[src/hdl/pmsb_pkg.sv]
package pmsb_pkg;

	localparam int SCREEN_COLUMNS = 128;
	localparam int STORE_BYTES    = 1024;

	localparam int DATA_W = 8;
	localparam int XY_W   = 8;
	localparam int WID_W  = 8;
	localparam int IDX_W  = 10;
	localparam int RA_W   = 10;
	localparam int KIND_W = 2;

	localparam int AW     = $clog2(STORE_BYTES);
	localparam int DVS_W  = WID_W + 1;
	localparam int CNT_W  = $clog2(IDX_W);
	localparam int COL_W  = DVS_W + 1;
	localparam int ROW_W  = IDX_W + 5;
	localparam int PAGE_W = ROW_W - 4;
	localparam int LIN_W  = PAGE_W + $clog2(SCREEN_COLUMNS) + 2;
	localparam int RNG_W  = RA_W + 4;

	localparam int QDEPTH = 4;
	localparam int QPTR_W = $clog2(QDEPTH);
	localparam int QCNT_W = $clog2(QDEPTH + 1);

	localparam logic [KIND_W-1:0] KIND_CLEAR = 2'd0;
	localparam logic [KIND_W-1:0] KIND_BLIT  = 2'd1;
	localparam logic [KIND_W-1:0] KIND_READ  = 2'd2;

	typedef enum logic [1:0] {
		CMD_CLEAR,
		CMD_BLIT,
		CMD_READ
	} cmd_op_t;

	typedef struct packed {
		cmd_op_t           op;
		logic [AW-1:0]     word_addr;
		logic [RA_W-1:0]   ret_addr;
		logic              in_range;
		logic [DATA_W-1:0] lo;
		logic [DATA_W-1:0] hi;
		logic              dual;
	} cmd_t;

	typedef struct packed {
		logic init_busy;
	} back_stat_t;

	typedef enum logic [1:0] {
		F_IDLE,
		F_DIV,
		F_PLACE
	} fstate_t;

	typedef enum logic [2:0] {
		B_SWEEP,
		B_IDLE,
		B_MOD1,
		B_MOD2,
		B_RET
	} bstate_t;

endpackage

[src/hdl/pmsb_queue.sv]
module pmsb_queue (
	input  logic           clk,
	input  logic           arst_n,
	input  pmsb_pkg::cmd_t push_cmd,
	input  logic           push_valid,
	output logic           push_ready,
	output pmsb_pkg::cmd_t pop_cmd,
	output logic           pop_valid,
	input  logic           pop_ready
);

	pmsb_pkg::cmd_t                ent_q [pmsb_pkg::QDEPTH];
	logic [pmsb_pkg::QPTR_W-1:0]   head_q;
	logic [pmsb_pkg::QPTR_W-1:0]   tail_q;
	logic [pmsb_pkg::QCNT_W-1:0]   count_q;
	logic                          do_push;
	logic                          do_pop;

	assign push_ready = count_q != pmsb_pkg::QCNT_W'(pmsb_pkg::QDEPTH);
	assign pop_valid  = count_q != '0;
	assign pop_cmd    = ent_q[head_q];
	assign do_push    = push_valid && push_ready;
	assign do_pop     = pop_valid && pop_ready;

	always_ff @(posedge clk or negedge arst_n) begin
		if (!arst_n) begin
			head_q  <= '0;
			tail_q  <= '0;
			count_q <= '0;
		end else begin
			if (do_push) begin
				tail_q <= tail_q + 1'b1;
			end
			if (do_pop) begin
				head_q <= head_q + 1'b1;
			end
			if (do_push && !do_pop) begin
				count_q <= count_q + 1'b1;
			end else if (do_pop && !do_push) begin
				count_q <= count_q - 1'b1;
			end
		end
	end

	always_ff @(posedge clk) begin
		if (do_push) begin
			ent_q[tail_q] <= push_cmd;
		end
	end

endmodule

[config.mk]
export PLATFORM = sky130hd
export DESIGN_NAME = pmsb_queue
export DESIGN_NICKNAME = d
export VERILOG_FILES = /design/src/hdl/pmsb_pkg.sv /design/src/hdl/pmsb_queue.sv
export SDC_FILE = /design/constraint.sdc
export NUM_CORES = 1
export LEC_CHECK = 0
export BUFFER_PORTS_ARGS = -buffer_cell sky130_fd_sc_hd__buf_2
export CORE_ASPECT_RATIO = 0.7
export CORE_MARGIN = 3
export CORE_UTILIZATION = 55
export CTS_BUF_LIST = sky130_fd_sc_hd__clkbuf_4 sky130_fd_sc_hd__clkbuf_8
export DETAILED_ROUTE_END_ITERATION = 10
export PLACE_DENSITY = 0.77
export REMOVE_ABC_BUFFERS = 1
export SYNTH_ARGS = -nofsm -noshare
export SYNTH_HDL_FRONTEND = slang
export SYNTH_SLANG_ARGS = --single-unit
[constraint.sdc]
create_clock -name clk -period 2.9 [get_ports clk]
set_input_delay 0.58 -clock clk [delete_from_list [all_inputs] [get_ports clk]]
set_output_delay 0.58 -clock clk [all_outputs]
set_load 0.005 [all_outputs]
==> metrics.cfg <==
[setup_path]
crit_slowest_cell = dfrtp_2
ff2ff_path_depth = 8
cp-endpoint = pop_cmd[7]
path_delay_family = flip-flops
worst-path-stages = 3
end_kind = primary output
path_cells = buf_12 > mux4_2 > buf_2
worst-path-max-fanout = 16
worstPathRequired_ns = 2.32
r2r-end = count_q[2]$_DFFE_PN0P_
r2r-start = count_q[1]$_DFFE_PN0P_
critical_path.startpoint = head_q[0]$_DFFE_PN0P_
start_kind = flip-flop
criticalPathCategory = reg2out
critPathBufInv = 2
slowest_delay_ns = 0.62
reg2reg_slack_ns = 0.79
arrival_ns = 2.03

[grt]
grt_max_degree = 31
grt_pass1_wl_um = 16600
overflow = 0
antenna_found_initial = 0
grt_usage = 0.183
grt_pass1_vias = 2896

[detailed_routing]
avgViaCountPerCell = 5.50
drt.antenna.violating_nets = 0
dr.first_iter.drc_count = 247
drc_errors = 0
routedWlPerCell_um = 20.7
drt-pass1-iter-count = 4
wl_um = 10500
vias = 2792

[yosys]
syn_inst = 245
yosysWarnings = 0
synth_seq_cells = 167
syn_avg_cell_area_um2 = 25.4
synth_cell_types = 20
syn-cell-area_um2 = 6230
yosysSeqAreaShare = 0.799

[power]
ir_drop_mv = 0.604
p_leak_nw = 2.53
power.density_nw_per_um2 = 986

[clock_tree]
clock_sinks = 167
clk_latency_ns = 0.45
cts_tree = built
clk_pin_slew_ns = 0.09
htree_levels = 4
cts_setup_buffers = 0
cts_buffers = 17
cts.path.max_buffers = 2
cts_root_buf = clkbuf_8

[layout]
finalNonFillerCells = 508
n_antenna_cell = 0
final_cell_mix = 160 x edfxtp_1, 85 x buf_2, 38 x mux4_2, 17 x clkbuf_8
nets = 397
fin_area_um2 = 7310
drive_gt1_frac = 0.472
final_common_cell = edfxtp_1
area_growth_syn_to_layout_pct = 17.2

[sta]
slew_viol_final = 0
rsz0062_at_grt = no
fin_ws_ns = 0.293
min_period_ns = 2.61
relSlewSlack = 0.648
tightest_slew_ns = 0.528
fin_crit_sh = 0.899
clock_skew_ns = 0.0112
hold_viol_final = 0
finalSetupViolCount = 0
fmax_mhz = 384

[place]
gp_congestion = 0.745
place_area_um2 = 6880
post-place-ws_ns = 0.742
dp_hpwl_um = 6530
place_inst = 475
io_buffers = 85

[floorplan]
die_y_um = 95.1
dieArea_um2 = 12700
die_w_um = 133
start_util = 0.582
ios = 86
core_area_um2 = 10700
rows = 31

[job]
drv_cap = 0

[status]
status = completed

[min_path]
hp-class = in2reg

==> report_power, final <==
part           leakage [nW]  total, mW  switching [mW]  internal, mW
sequential             1.55       3.41           0.213          3.19
combinational         0.775       2.06           0.974          1.09
clock                 0.206       1.74           0.866         0.870
total                  2.53       7.20            2.05          5.15
==> worst min-delay path by stage <==
stage | start | cells after the start | to
after detailed placement | arst_n | 1 | count_q[2]$_DFFE_PN0P_
final | push_cmd[36] | 1 | ent_q[0][36]$_DFFE_PP_
after global routing | push_cmd[35] | 1 | ent_q[0][35]$_DFFE_PP_
after floorplan | arst_n | 0 | count_q[0]$_DFFE_PN0P_
after CTS | push_cmd[11] | 1 | ent_q[0][11]$_DFFE_PP_
after global placement | arst_n | 1 | count_q[2]$_DFFE_PN0P_
==> sequential cells by signal, summed over array words and instances, names as in the netlist <==
name / flops
count_q: 3
ent_q: 160
head_q: 2
tail_q: 2
==> through the flow <==
stage	util	TNS, ns	total power, mW	hold slack (ns)
floorplan	-	-1.33	4.63	0.284
global placement	0.642	0	5.53	0.423
detailed placement	0.642	0	5.57	0.429
CTS	0.683	0	7.29	0.310
global route	0.683	0	7.58	0.317
finish	0.683	0	7.20	0.338
==> area by class of cell <==
type	instances	area, µm²
Multi-Input combinational cell	65	1130
Clock buffer	17	234
Clock inverter	15	188
Sequential cell	167	4980
Fill cell	662	3400
Timing Repair Buffer	93	576
Inverter	3	11.3
Tap cell	148	185
==> synthesized netlist by cell type (all sizes together) <==
cell type	number	area [µm²]
or3	1	6.26
dfrtp	7	175
edfxtp	160	4800
mux4	40	908
nor2	2	7.51
ha	5	62.6
fa	1	20.0
xnor2	4	35.0
xor2	2	17.5
buf	9	111
a21boi	1	11.3
inv	3	11.3
clkbuf	1	3.75
mux2	2	22.5
nand3	1	5.00
and2	4	25.0
nand2	2	7.51
==> metal layers <==
metal	share of wire	vias up	GRT usage	routed length [µm]
li1	-	1233	-	-
met1	0.45	1449	0.256	4730
met2	0.47	94	0.278	4920
met3	0.068	16	0.0601	716
met4	0.015	0	0.0668	153
met5	0	-	0	0
==> what timing repair did <==
action                    CTS  global route
hold buffers                1             0
gates resized for setup     0             0
hold endpoints to repair    7             0
==> cell families after synthesis <==
| family | after synthesis | share of synthesized area |
|---|---|---|
| AOI/OAI and AO/OA | 1 | 0.00181 |
| buffers and inverters | 13 | 0.0203 |
| DFF | 167 | 0.799 |
| and+or+nand+nor | 10 | 0.00823 |
| xor gates and xnor gates | 6 | 0.00843 |
| adders and majority gates | 6 | 0.0132 |
| muxes | 42 | 0.149 |
No activity file was read; power rests on OpenSTA's default activity.
