--- config.mk ---
export PLATFORM = sky130hd
export DESIGN_NAME = pmsb_front_flat
export DESIGN_NICKNAME = d
export VERILOG_FILES = /design/src/hdl/pmsb_pkg.sv /design/src/hdl/pmsb_if.sv /design/src/hdl/pmsb_front.sv /design/src/flat_wrapper.sv
export SDC_FILE = /design/constraint.sdc
export NUM_CORES = 1
export LEC_CHECK = 0
export BUFFER_PORTS_ARGS = -buffer_cell sky130_fd_sc_hd__buf_2
export CAP_MARGIN = 15
export CORE_MARGIN = 8
export CORE_UTILIZATION = 56
export CTS_CLUSTER_DIAMETER = 50
export DETAILED_ROUTE_END_ITERATION = 10
export GPL_ROUTABILITY_DRIVEN = 0
export GPL_TIMING_DRIVEN = 0
export PLACE_DENSITY = 0.81
export SLEW_MARGIN = 10
export SYNTH_ARGS = -nofsm -noshare
export SYNTH_HDL_FRONTEND = slang
export SYNTH_SLANG_ARGS = --single-unit
--- constraint.sdc ---
create_clock -name clk -period 5.2 [get_ports clk]
set_input_delay 0.26 -clock clk [delete_from_list [all_inputs] [get_ports clk]]
set_output_delay 0.26 -clock clk [all_outputs]
set_load 0.02 [all_outputs]
--- src/hdl/pmsb_pkg.sv ---
package pmsb_pkg;

	localparam int SCREEN_COLUMNS = 128;
	localparam int STORE_BYTES    = 1024;

	localparam int DATA_W = 8;
	localparam int XY_W   = 8;
	localparam int WID_W  = 8;
	localparam int IDX_W  = 10;
	localparam int RA_W   = 10;
	localparam int KIND_W = 2;

	localparam int AW     = $clog2(STORE_BYTES);
	localparam int DVS_W  = WID_W + 1;
	localparam int CNT_W  = $clog2(IDX_W);
	localparam int COL_W  = DVS_W + 1;
	localparam int ROW_W  = IDX_W + 5;
	localparam int PAGE_W = ROW_W - 4;
	localparam int LIN_W  = PAGE_W + $clog2(SCREEN_COLUMNS) + 2;
	localparam int RNG_W  = RA_W + 4;

	localparam int QDEPTH = 4;
	localparam int QPTR_W = $clog2(QDEPTH);
	localparam int QCNT_W = $clog2(QDEPTH + 1);

	localparam logic [KIND_W-1:0] KIND_CLEAR = 2'd0;
	localparam logic [KIND_W-1:0] KIND_BLIT  = 2'd1;
	localparam logic [KIND_W-1:0] KIND_READ  = 2'd2;

	typedef enum logic [1:0] {
		CMD_CLEAR,
		CMD_BLIT,
		CMD_READ
	} cmd_op_t;

	typedef struct packed {
		cmd_op_t           op;
		logic [AW-1:0]     word_addr;
		logic [RA_W-1:0]   ret_addr;
		logic              in_range;
		logic [DATA_W-1:0] lo;
		logic [DATA_W-1:0] hi;
		logic              dual;
	} cmd_t;

	typedef struct packed {
		logic init_busy;
	} back_stat_t;

	typedef enum logic [1:0] {
		F_IDLE,
		F_DIV,
		F_PLACE
	} fstate_t;

	typedef enum logic [2:0] {
		B_SWEEP,
		B_IDLE,
		B_MOD1,
		B_MOD2,
		B_RET
	} bstate_t;

endpackage

--- src/hdl/pmsb_if.sv ---
interface pmsb_in_if;
	logic                                 valid;
	logic                                 ready;
	logic [pmsb_pkg::KIND_W-1:0]          kind;
	logic signed [pmsb_pkg::XY_W-1:0]     origin_x;
	logic signed [pmsb_pkg::XY_W-1:0]     origin_y;
	logic [pmsb_pkg::WID_W-1:0]           sprite_width;
	logic [pmsb_pkg::IDX_W-1:0]           byte_index;
	logic [pmsb_pkg::DATA_W-1:0]          sprite_bits;
	logic [pmsb_pkg::RA_W-1:0]            read_address;

	modport source (
		output valid, kind, origin_x, origin_y, sprite_width, byte_index, sprite_bits,
			read_address,
		input  ready
	);
	modport sink (
		input  valid, kind, origin_x, origin_y, sprite_width, byte_index, sprite_bits,
			read_address,
		output ready
	);
endinterface


--- src/hdl/pmsb_front.sv ---
module pmsb_front (
	input  logic                 clk,
	input  logic                 arst_n,
	pmsb_in_if.sink              item,
	output pmsb_pkg::cmd_t       cmd,
	output logic                 cmd_valid,
	input  logic                 cmd_ready,
	input  pmsb_pkg::back_stat_t stat
);

	pmsb_pkg::fstate_t st_q, st_d;

	logic                                cmd_vld_q;
	pmsb_pkg::cmd_t                      cmd_q;
	logic [pmsb_pkg::IDX_W-1:0]          dvd_q;
	logic [pmsb_pkg::DVS_W-1:0]          rem_q;
	logic [pmsb_pkg::DVS_W-1:0]          dvs_q;
	logic [pmsb_pkg::CNT_W-1:0]          cnt_q;
	logic signed [pmsb_pkg::XY_W-1:0]    ox_q;
	logic signed [pmsb_pkg::XY_W-1:0]    oy_q;
	logic [pmsb_pkg::DATA_W-1:0]         data_q;

	logic accept;
	logic load_div;
	logic step_div;
	logic place;
	logic direct;

	logic [pmsb_pkg::DVS_W:0]            trial;
	logic                                trial_ge;
	logic [pmsb_pkg::DVS_W-1:0]          rem_nx;

	logic signed [pmsb_pkg::COL_W-1:0]   col_c;
	logic signed [pmsb_pkg::COL_W-1:0]   col_adj;
	logic signed [pmsb_pkg::ROW_W-1:0]   row_c;
	logic [pmsb_pkg::PAGE_W-1:0]         page;
	logic [pmsb_pkg::LIN_W-1:0]          lin;
	logic [2:0]                          shift;
	logic [2*pmsb_pkg::DATA_W-1:0]       wide;
	logic                                drop;
	pmsb_pkg::cmd_t                      place_cmd;
	pmsb_pkg::cmd_t                      direct_cmd;

	assign item.ready = (st_q == pmsb_pkg::F_IDLE) && !cmd_vld_q && !stat.init_busy;
	assign accept     = item.valid && item.ready;
	assign cmd        = cmd_q;
	assign cmd_valid  = cmd_vld_q;

	always_ff @(posedge clk or negedge arst_n) begin
		if (!arst_n) begin
			st_q <= pmsb_pkg::F_IDLE;
		end else begin
			st_q <= st_d;
		end
	end

	always_comb begin
		st_d     = st_q;
		load_div = 1'b0;
		step_div = 1'b0;
		place    = 1'b0;
		direct   = 1'b0;
		case (st_q)
			pmsb_pkg::F_IDLE: begin
				if (accept) begin
					if (item.kind == pmsb_pkg::KIND_BLIT) begin
						load_div = 1'b1;
						st_d     = pmsb_pkg::F_DIV;
					end else if (item.kind inside {pmsb_pkg::KIND_CLEAR,
						pmsb_pkg::KIND_READ}) begin
						direct = 1'b1;
					end
				end
			end
			pmsb_pkg::F_DIV: begin
				step_div = 1'b1;
				if (cnt_q == pmsb_pkg::CNT_W'(pmsb_pkg::IDX_W - 1)) begin
					st_d = pmsb_pkg::F_PLACE;
				end
			end
			pmsb_pkg::F_PLACE: begin
				place = 1'b1;
				st_d  = pmsb_pkg::F_IDLE;
			end
			default: begin
				st_d = pmsb_pkg::F_IDLE;
			end
		endcase
	end

	// restoring division, one quotient bit a cycle
	assign trial    = {rem_q, dvd_q[pmsb_pkg::IDX_W-1]};
	assign trial_ge = trial >= {1'b0, dvs_q};
	assign rem_nx   = trial_ge ? pmsb_pkg::DVS_W'(trial - {1'b0, dvs_q})
		: pmsb_pkg::DVS_W'(trial);

	assign col_c   = pmsb_pkg::COL_W'(ox_q) + $signed({1'b0, rem_q});
	assign col_adj = col_c[pmsb_pkg::COL_W-1]
		? col_c + pmsb_pkg::COL_W'(pmsb_pkg::SCREEN_COLUMNS) : col_c;
	assign row_c   = pmsb_pkg::ROW_W'(oy_q)
		+ $signed({{(pmsb_pkg::ROW_W - pmsb_pkg::IDX_W - 3){1'b0}}, dvd_q, 3'b000});
	assign page    = row_c[pmsb_pkg::ROW_W-2:3];
	assign shift   = row_c[2:0];
	assign lin     = pmsb_pkg::LIN_W'(page) * pmsb_pkg::LIN_W'(pmsb_pkg::SCREEN_COLUMNS)
		+ pmsb_pkg::LIN_W'(col_adj[pmsb_pkg::COL_W-2:0]);
	assign wide    = {{pmsb_pkg::DATA_W{1'b0}}, data_q} << shift;
	assign drop    = col_adj[pmsb_pkg::COL_W-1] || row_c[pmsb_pkg::ROW_W-1]
		|| (lin >= pmsb_pkg::LIN_W'(pmsb_pkg::STORE_BYTES));

	always_comb begin
		place_cmd           = '0;
		place_cmd.op        = pmsb_pkg::CMD_BLIT;
		place_cmd.word_addr = pmsb_pkg::AW'(lin);
		place_cmd.lo        = wide[pmsb_pkg::DATA_W-1:0];
		place_cmd.hi        = wide[2*pmsb_pkg::DATA_W-1:pmsb_pkg::DATA_W];
		place_cmd.dual      = (shift != 3'd0) && (lin + pmsb_pkg::LIN_W'(pmsb_pkg::SCREEN_COLUMNS)
			< pmsb_pkg::LIN_W'(pmsb_pkg::STORE_BYTES));
	end

	always_comb begin
		direct_cmd           = '0;
		direct_cmd.op        = (item.kind == pmsb_pkg::KIND_READ)
			? pmsb_pkg::CMD_READ : pmsb_pkg::CMD_CLEAR;
		direct_cmd.word_addr = pmsb_pkg::AW'(item.read_address);
		direct_cmd.ret_addr  = item.read_address;
		direct_cmd.in_range  = pmsb_pkg::RNG_W'(item.read_address)
			< pmsb_pkg::RNG_W'(pmsb_pkg::STORE_BYTES);
	end

	always_ff @(posedge clk or negedge arst_n) begin
		if (!arst_n) begin
			cmd_vld_q <= 1'b0;
		end else if (direct || (place && !drop)) begin
			cmd_vld_q <= 1'b1;
		end else if (cmd_ready) begin
			cmd_vld_q <= 1'b0;
		end
	end

	always_ff @(posedge clk or negedge arst_n) begin
		if (!arst_n) begin
			cnt_q <= '0;
		end else if (load_div) begin
			cnt_q <= '0;
		end else if (step_div) begin
			cnt_q <= cnt_q + 1'b1;
		end
	end

	always_ff @(posedge clk) begin
		if (direct) begin
			cmd_q <= direct_cmd;
		end else if (place) begin
			cmd_q <= place_cmd;
		end
		if (load_div) begin
			dvd_q  <= item.byte_index;
			rem_q  <= '0;
			dvs_q  <= (item.sprite_width == '0) ? pmsb_pkg::DVS_W'(1) << pmsb_pkg::WID_W
				: pmsb_pkg::DVS_W'(item.sprite_width);
			ox_q   <= item.origin_x;
			oy_q   <= item.origin_y;
			data_q <= item.sprite_bits;
		end else if (step_div) begin
			dvd_q <= {dvd_q[pmsb_pkg::IDX_W-2:0], trial_ge};
			rem_q <= rem_nx;
		end
	end

endmodule

--- src/flat_wrapper.sv ---
// flat-port wrapper written by rule: the top's interface ports become plain ports
module pmsb_front_flat 
  (clk, arst_n, cmd, cmd_valid, cmd_ready, stat, item_valid, item_kind, item_origin_x, item_origin_y, item_sprite_width, item_byte_index, item_sprite_bits, item_read_address, item_ready);
  pmsb_in_if item_i ();
  input  logic clk;
  input  logic arst_n;
  output pmsb_pkg::cmd_t cmd;
  output logic cmd_valid;
  input  logic cmd_ready;
  input  pmsb_pkg::back_stat_t stat;
  input wire logic [$bits(item_i.valid)-1:0] item_valid;
  input wire logic [$bits(item_i.kind)-1:0] item_kind;
  input wire logic [$bits(item_i.origin_x)-1:0] item_origin_x;
  input wire logic [$bits(item_i.origin_y)-1:0] item_origin_y;
  input wire logic [$bits(item_i.sprite_width)-1:0] item_sprite_width;
  input wire logic [$bits(item_i.byte_index)-1:0] item_byte_index;
  input wire logic [$bits(item_i.sprite_bits)-1:0] item_sprite_bits;
  input wire logic [$bits(item_i.read_address)-1:0] item_read_address;
  output wire logic [$bits(item_i.ready)-1:0] item_ready;
  assign item_i.valid = item_valid;
  assign item_i.kind = item_kind;
  assign item_i.origin_x = item_origin_x;
  assign item_i.origin_y = item_origin_y;
  assign item_i.sprite_width = item_sprite_width;
  assign item_i.byte_index = item_byte_index;
  assign item_i.sprite_bits = item_sprite_bits;
  assign item_i.read_address = item_read_address;
  assign item_ready = item_i.ready;
  pmsb_front u_core (.clk(clk), .arst_n(arst_n), .item(item_i), .cmd(cmd), .cmd_valid(cmd_valid), .cmd_ready(cmd_ready), .stat(stat));
endmodule
==> metrics.txt, run 1 <==
critical path data arrival time=about 4.7 ns; # diodes=0; DRC=0; CP Launch Type=flip-flop; Area Growth Syn to Fin=16.8%; period utilization=84.2%; final setup margin=0.820 ns; Pre-antenna DRT Iters=4; Slew Limit Fails=0; synth warn=0; mapped cell area=between 0.005 and 0.006 mm2; Yosys top cell area share=a little under two fifths; vias in the first global route=4007; status=completed; H-tree levels=3; fmax=roughly 230 MHz; CP Capture Type=flip-flop; initial antenna violation count=0; Antenna Violating Nets Remaining=0; Mean Syn Cell Area=between 10 and 15 um2; setup violators final=0; critical path peak fanout=3; Core Area=roughly 0.0092 mm2; Post-Syn Instances=~470; gr usage total=17.8%; IO Count=between 100 and 150; worst-case clock skew=~0.015 ns; routed len/inst=between 15 and 20 um; Initial Util=a little under three fifths; die height=around 110 um; path depth of the worst reg2reg path=17; CTS Buf Count=9; Min Hold Slack=approximately 0.06 ns; Clock transition at path regs=0.11 ns; RSZ-0062 raised after global routing=false; Hold Violations, Final=0; Die X=between 100 and 150 um; I/O Buffers=a little under 100; Post-CTS Setup Bufs=0; Post-synth EDFFs=65; Main synth FF type=edfxtp_1; nets=between 600 and 700; power per cell area=551 mW/mm2; CTS resizes=0; Seq/Total Area, Yosys=about half; setup TNS=0 ns; share of post-route cells with drive strength above 1=24.6%; Yosys reg bits=a little under 100; post-DP HPWL=8.84 mm; CTS tree=built; Syn Nets=about 570; routed wire length=approximately 11 mm; max_slew headroom=a little under half; Vias=3898; clk_lat worst skew=approximately 0.37 ns; CP Data Required Time=approximately 5.5 ns; first-pass GRT wire length=between 15 and 20 mm; maximum VDD drop=~210 uV; clk root buf=clkbuf_8; Die Area=roughly 0.013 mm2; max-cap violations=0; Max Root-Sink Buffers=2; cell taking the most area after synthesis=edfxtp_1; GR Overflow Total=0; Setup WS pre-CTS=roughly 0.9 ns; Clock Sink Count=98; Hold Crit Depth=1; fraction of registers with async set/reset=7.14%; Final min period=between 4 and 5 ns; kind of critical path=reg -> reg; Min-Delay Path Class=in -> reg; Via-to-Cell Ratio=around 5.6; row count=35; leakage=about 2.7 nW; Design Power=~3.4 mW; Detailed Route Iter0 Violations=~200; Tightest Pin Transition=between 0.7 and 0.8 ns; Area contributors post-synth=edfxtp_1 37%, dfxtp_1 9.9%, ha_1 8.1%; synth unique cells=60; largest net degree at the start of global routing=31
-- cells in the mapped netlist (2+ instances only) --
master / count
and2_1: 12
nor2_1: 23
xnor2_1: 12
ha_1: 34
o21a_1: 7
nand3_1: 6
nand4_1: 5
nand2_1: 38
xor2_1: 10
dfxtp_1: 26
or4_1: 2
clkbuf_1: 21
a21oi_2: 2
fa_1: 4
o21ai_1: 3
mux2_2: 13
a211oi_1: 3
a21o_1: 16
o31ai_2: 2
nand2b_1: 5
o21ai_0: 14
nand3b_1: 4
o22ai_1: 18
o21bai_1: 6
mux2i_1: 20
nor3_1: 4
a22o_1: 4
dfrtp_1: 7
a21oi_1: 20
nor2b_1: 7
inv_1: 24
a31oi_1: 4
edfxtp_1: 65
-- layout make-up --
cell class	count	area (um2)
Buffer	23	92.6
Tap cell	111	139
Timing Repair Buffer	101	526
Clock inverter	5	46.3
Sequential cell	98	2650
Multi-Input combinational cell	323	2430
Fill cell	710	3050
Inverter	24	90.1
Clock buffer	11	174
-- registers in the layout (all words and copies together) (netlist names) --
name              cells
u_core.cmd_valid      1
u_core.data_q         8
u_core.cnt_q          4
u_core.ox_q           8
u_core.cmd           39
u_core.st_q           2
u_core.rem_q          9
u_core.dvs_q          9
u_core.dvd_q         10
u_core.oy_q           8
-- stage by stage --
step                std cells  utilization [%]  area (um2)
floorplan                 468                -        5260
global placement          678             64.1        5890
detailed placement        679             64.3        5910
CTS                       696             66.8        6140
global route              696             66.8        6140
finish                    696             66.8        6140
-- worst max-delay path, stage by stage (launching register included) --
cell	delay (ns)
edfxtp_1	0.38
ha_1	0.23
fa_1	0.42
a21o_1	0.18
a21oi_1	0.21
o21bai_1	0.12
a211oi_1	0.26
o21bai_1	0.11
xor2_1	0.23
ha_1	0.28
mux2_2	0.27
ha_1	0.28
a21oi_1	0.07
nor2_1	0.17
nand3_1	0.12
o21a_1	0.20
or4_4	0.52
o31ai_2	0.25
-- timing repair --
| item | 4_1_cts | 5_1_grt |
|---|---|---|
| hold buffers | 1 | 0 |
| endpoints found under the setup margin | 0 | 0 |
| hold endpoints to repair | 7 | 0 |
-- kinds of logic after synthesis --
group / share of synthesized area, %
AOI/OAI and AO/OA: 15.4
and+or+nand+nor: 10.3
DFF: 50.4
buffers and inverters: 3.45
adders and majority gates: 9.61
muxes: 6.81
xor gates and xnor gates: 3.97
other: 0.0713
-- layer usage --
layer,wire length [um],vias to the layer above,global-route usage (%)
met5,0,-,0
li1,-,1934,-
met3,650,15,4.26
met1,4870,1856,20.4
met4,225,0,7.82
met2,5600,93,31.0
-- report_power, final --
group	leakage, nW	switching, mW	internal [mW]
Sequential	0.895	0.129	1.04
Combinational	1.67	0.964	0.727
Clock	0.113	0.287	0.241
-- path summary, 6_finish.rpt --
kind,from,end,slack (ns)
setup / recovery,u_core.ox_q[0],u_core.cmd_valid,0.82
hold / removal,item_origin_x[1],u_core.ox_q[1],0.06
setup reg to reg,u_core.ox_q[0],u_core.cmd_valid,0.82
hold reg to reg,u_core.cmd[17],u_core.cmd[17],0.46
max in group asynchronous,arst_n,u_core.st_q[0],4.76
min in group asynchronous,arst_n,u_core.cmd_valid,0.27
-- cells in the final DEF (no fill, tap or decap), types with 4 or more instances in the layout --
cell type,netlist,routed
o22ai_1,18,18
fa_1,4,4
ha_1,34,34
a21o_1,16,16
edfxtp_1,65,65
clkbuf_1,21,20
o21bai_1,6,6
mux2_2,13,13
a21oi_1,20,20
nand4_1,5,5
a31oi_1,4,4
a22o_1,4,4
dfrtp_1,7,7
nor3_1,4,4
clkbuf_8,0,9
nand3b_1,4,4
o21a_1,7,7
mux2i_1,20,20
inv_1,24,24
xnor2_1,12,12
nor2_1,23,23
and2_1,12,12
nor2b_1,7,7
buf_2,1,100
nand2_1,38,38
dfxtp_1,26,26
nand2b_1,5,5
xor2_1,10,10
nand3_1,6,6
o21ai_0,14,14
No activity file was read; power rests on OpenSTA's default activity.
==> run 2: changes to the inputs <==
==> constraint.sdc (replaced) <==
create_clock -name clk -period 4.3 [get_ports clk]
set_input_delay 0.215 -clock clk [delete_from_list [all_inputs] [get_ports clk]]
set_output_delay 0.215 -clock clk [all_outputs]
set_load 0.02 [all_outputs]
==> run 2 against run 1 <==
  * Hold slack got worse by 0.050 ns
  * Combinational power increased by 27%
  * Critical endpoint unchanged
  * Maximum frequency increased by 5.7%
  * Global-route usage increased by 0.42 points
  * Final cell count increased by 1.1%
  * Sequential share of layout area decreased by 0.70 points
  * Highest routed layer unchanged
  * Critical path depth unchanged
  * Largest cell class unchanged
  * Core utilization increased by 1.1 points
==> metrics.txt, run 2 (synthesized netlist as in run 1, its figures left out) <==
Core Area=about 0.0092 mm2; clk root buf=clkbuf_8; Design Power=roughly 4.2 mW; met2 WL=5.85 mm; Die Area=approximately 0.013 mm2; die height=around 110 um; leakage=~2.7 nW; kind of critical path=reg -> reg; worst-case clock skew=roughly 0.019 ns; path depth of the worst reg2reg path=17; CP Data Required Time=~4.6 ns; FF-to-FF Start=u_core.ox_q[0]; row count=35; Setup WS pre-CTS=-0.0145 ns; initial antenna violation count=0; Slowest-stage cell, CP=or4_4; CP Launch Type=flip-flop; CP Capture Type=flip-flop; critical path peak fanout=3; # diodes=0; wire length on met1=4.93 mm; max reg flops=39; Max Root-Sink Buffers=2; Die X=roughly 110 um; CTS Buf Count=9; Switching Power=1.73 mW; status=completed; Pre-antenna DRT Iters=4; FF-to-FF End=u_core.cmd_valid; Vias=3950; gr usage total=a little under a fifth; CP endpoint=u_core.cmd_valid; Inst Count DP=approximately 680; Clk pwr share=roughly 15%; Detailed Route Iter0 Violations=around 270; final setup margin=0.157 ns; final core utilization=roughly 68%; commonest non-fill, non-tap cell in the layout=buf_2; met3 routed wirelength=714 um; post-route design area=between 0.006 and 0.007 mm2; Min-Delay Path Class=in -> reg; internal power=~2.5 mW; post-DP HPWL=between 8 and 9 mm; clk_lat worst skew=roughly 0.38 ns; max_slew headroom=between 40% and 50%; crit path launch=u_core.ox_q[0]; Tightest Pin Transition=about 0.79 ns; reg2reg setup slack=0.16 ns; routed wire length=roughly 12 mm; top sig layer=met4; I/O Buffers=99; largest net degree at the start of global routing=31; Clock Sink Count=between 90 and 100; vias in the first global route=4065; max incr delay on CP=0.52 ns; period utilization=~96%; maximum VDD drop=about 260 uV; critical path data arrival time=4.43 ns; Slew Limit Fails=0; Sw Ratio=41.1%; H-tree levels=3; CTS tree=built; nets=between 600 and 700; routed len/inst=16.7 um; Clock transition at path regs=0.11 ns; IO Count=roughly 100; Finished Layout Cells=704; DRC=0; most frequent cells in the layout=100 x buf_2, 65 x edfxtp_1, 38 x nand2_1; sequential power share=between 30 and 40%; Combinational Power Share=around 50%; share of post-route cells with drive strength above 1=about 26%; Area Growth Syn to Fin=18.8%; fmax=approximately 240 MHz; Via-to-Cell Ratio=roughly 5.6; Antenna Violating Nets Remaining=0; first-pass GRT wire length=18.8 mm; GR Overflow Total=0; setup violators final=0; Initial Util=~57%; Placed Area=between 0.005 and 0.006 mm2; Final min period=roughly 4.1 ns; power per cell area=slightly below 700 mW/mm2; crit path cell chain=ha_2 -> fa_2 -> a21o_1 -> a21oi_2 -> o21bai_1 -> a211oi_1 -> o21bai_1 -> xor2_1 -> ha_1 -> mux2_2 -> ha_1 -> a21oi_2 -> nor2_2 -> nor3_2 -> a31oi_1 -> or4_4 -> o31ai_4; Hold Violations, Final=0; max-cap violations=0
[run 2: cell types whose count changed in the layout (fill, tap and decap cells not counted), sizes merged]
| cell | previous run | this run |
|---|---|---|
| buf | 102 | 105 |
| dlygate4sd3 | 1 | 6 |
[run 2: how the worst min path moves through the flow]
stage                       endpoint  cells past startpoint  slack [ns]             start
finish                u_core.ox_q[3]                      1       0.009  item_origin_x[3]
global route          u_core.oy_q[0]                      1      0.0002  item_origin_y[0]
CTS                   u_core.ox_q[4]                      1       0.002  item_origin_x[4]
detailed placement   u_core.cnt_q[0]                      1        0.06            arst_n
global placement     u_core.cnt_q[0]                      1        0.05            arst_n
floorplan           u_core.cmd_valid                      0       -0.08            arst_n
[run 2: area by class of cell]
type / instances / area (um2)
Buffer: 23 / 92.6
Clock buffer: 11 / 174
Clock inverter: 5 / 46.3
Fill cell: 696 / 2950
Inverter: 24 / 90.1
Multi-Input combinational cell: 323 / 2460
Sequential cell: 98 / 2650
Tap cell: 111 / 139
Timing Repair Buffer: 109 / 598
[run 2: metal layers]
layer  vias up  global-route usage (%)
met1      1871                    20.7
li1       1952                       -
met3        15                    4.26
met4         0                    8.17
met2       112                    32.0
met5         -                       0
[run 2: through the flow]
stage,TNS (ns),hold WS [ns]
floorplan,0,-0.0806
global placement,0,0.0527
detailed placement,-0.0145,0.0577
CTS,0,0.00225
global route,-0.0224,0.000231
finish,0,0.00892
[run 2: repair_timing]
item                                   in CTS  in global routing
setup endpoints to repair                   1                  2
hold buffers                                6                  0
endpoints found under the hold margin      12                  0
buffers inserted                            1                  2
pin swaps                                   2                 11
gates resized for setup                     2                  5
[run 2: worst max-delay path: cells and delay by family (launching register included)]
kind	cells	cell delay (ns)
fa+ha+maj	4	1.23
xor+xnor	1	0.18
compound gates	8	1.21
flops	1	0.39
mux	1	0.27
simple gates	3	0.75
[run 2: power groups by stage]
stage	Combinational, mW	Sequential [mW]	Clock [mW]
final	2.15	1.41	0.645
after global routing	2.38	1.43	0.679
after CTS	2.07	1.41	0.653
after detailed placement	2.02	1.43	0
after global placement	1.92	1.41	0
after floorplan	1.45	1.48	0
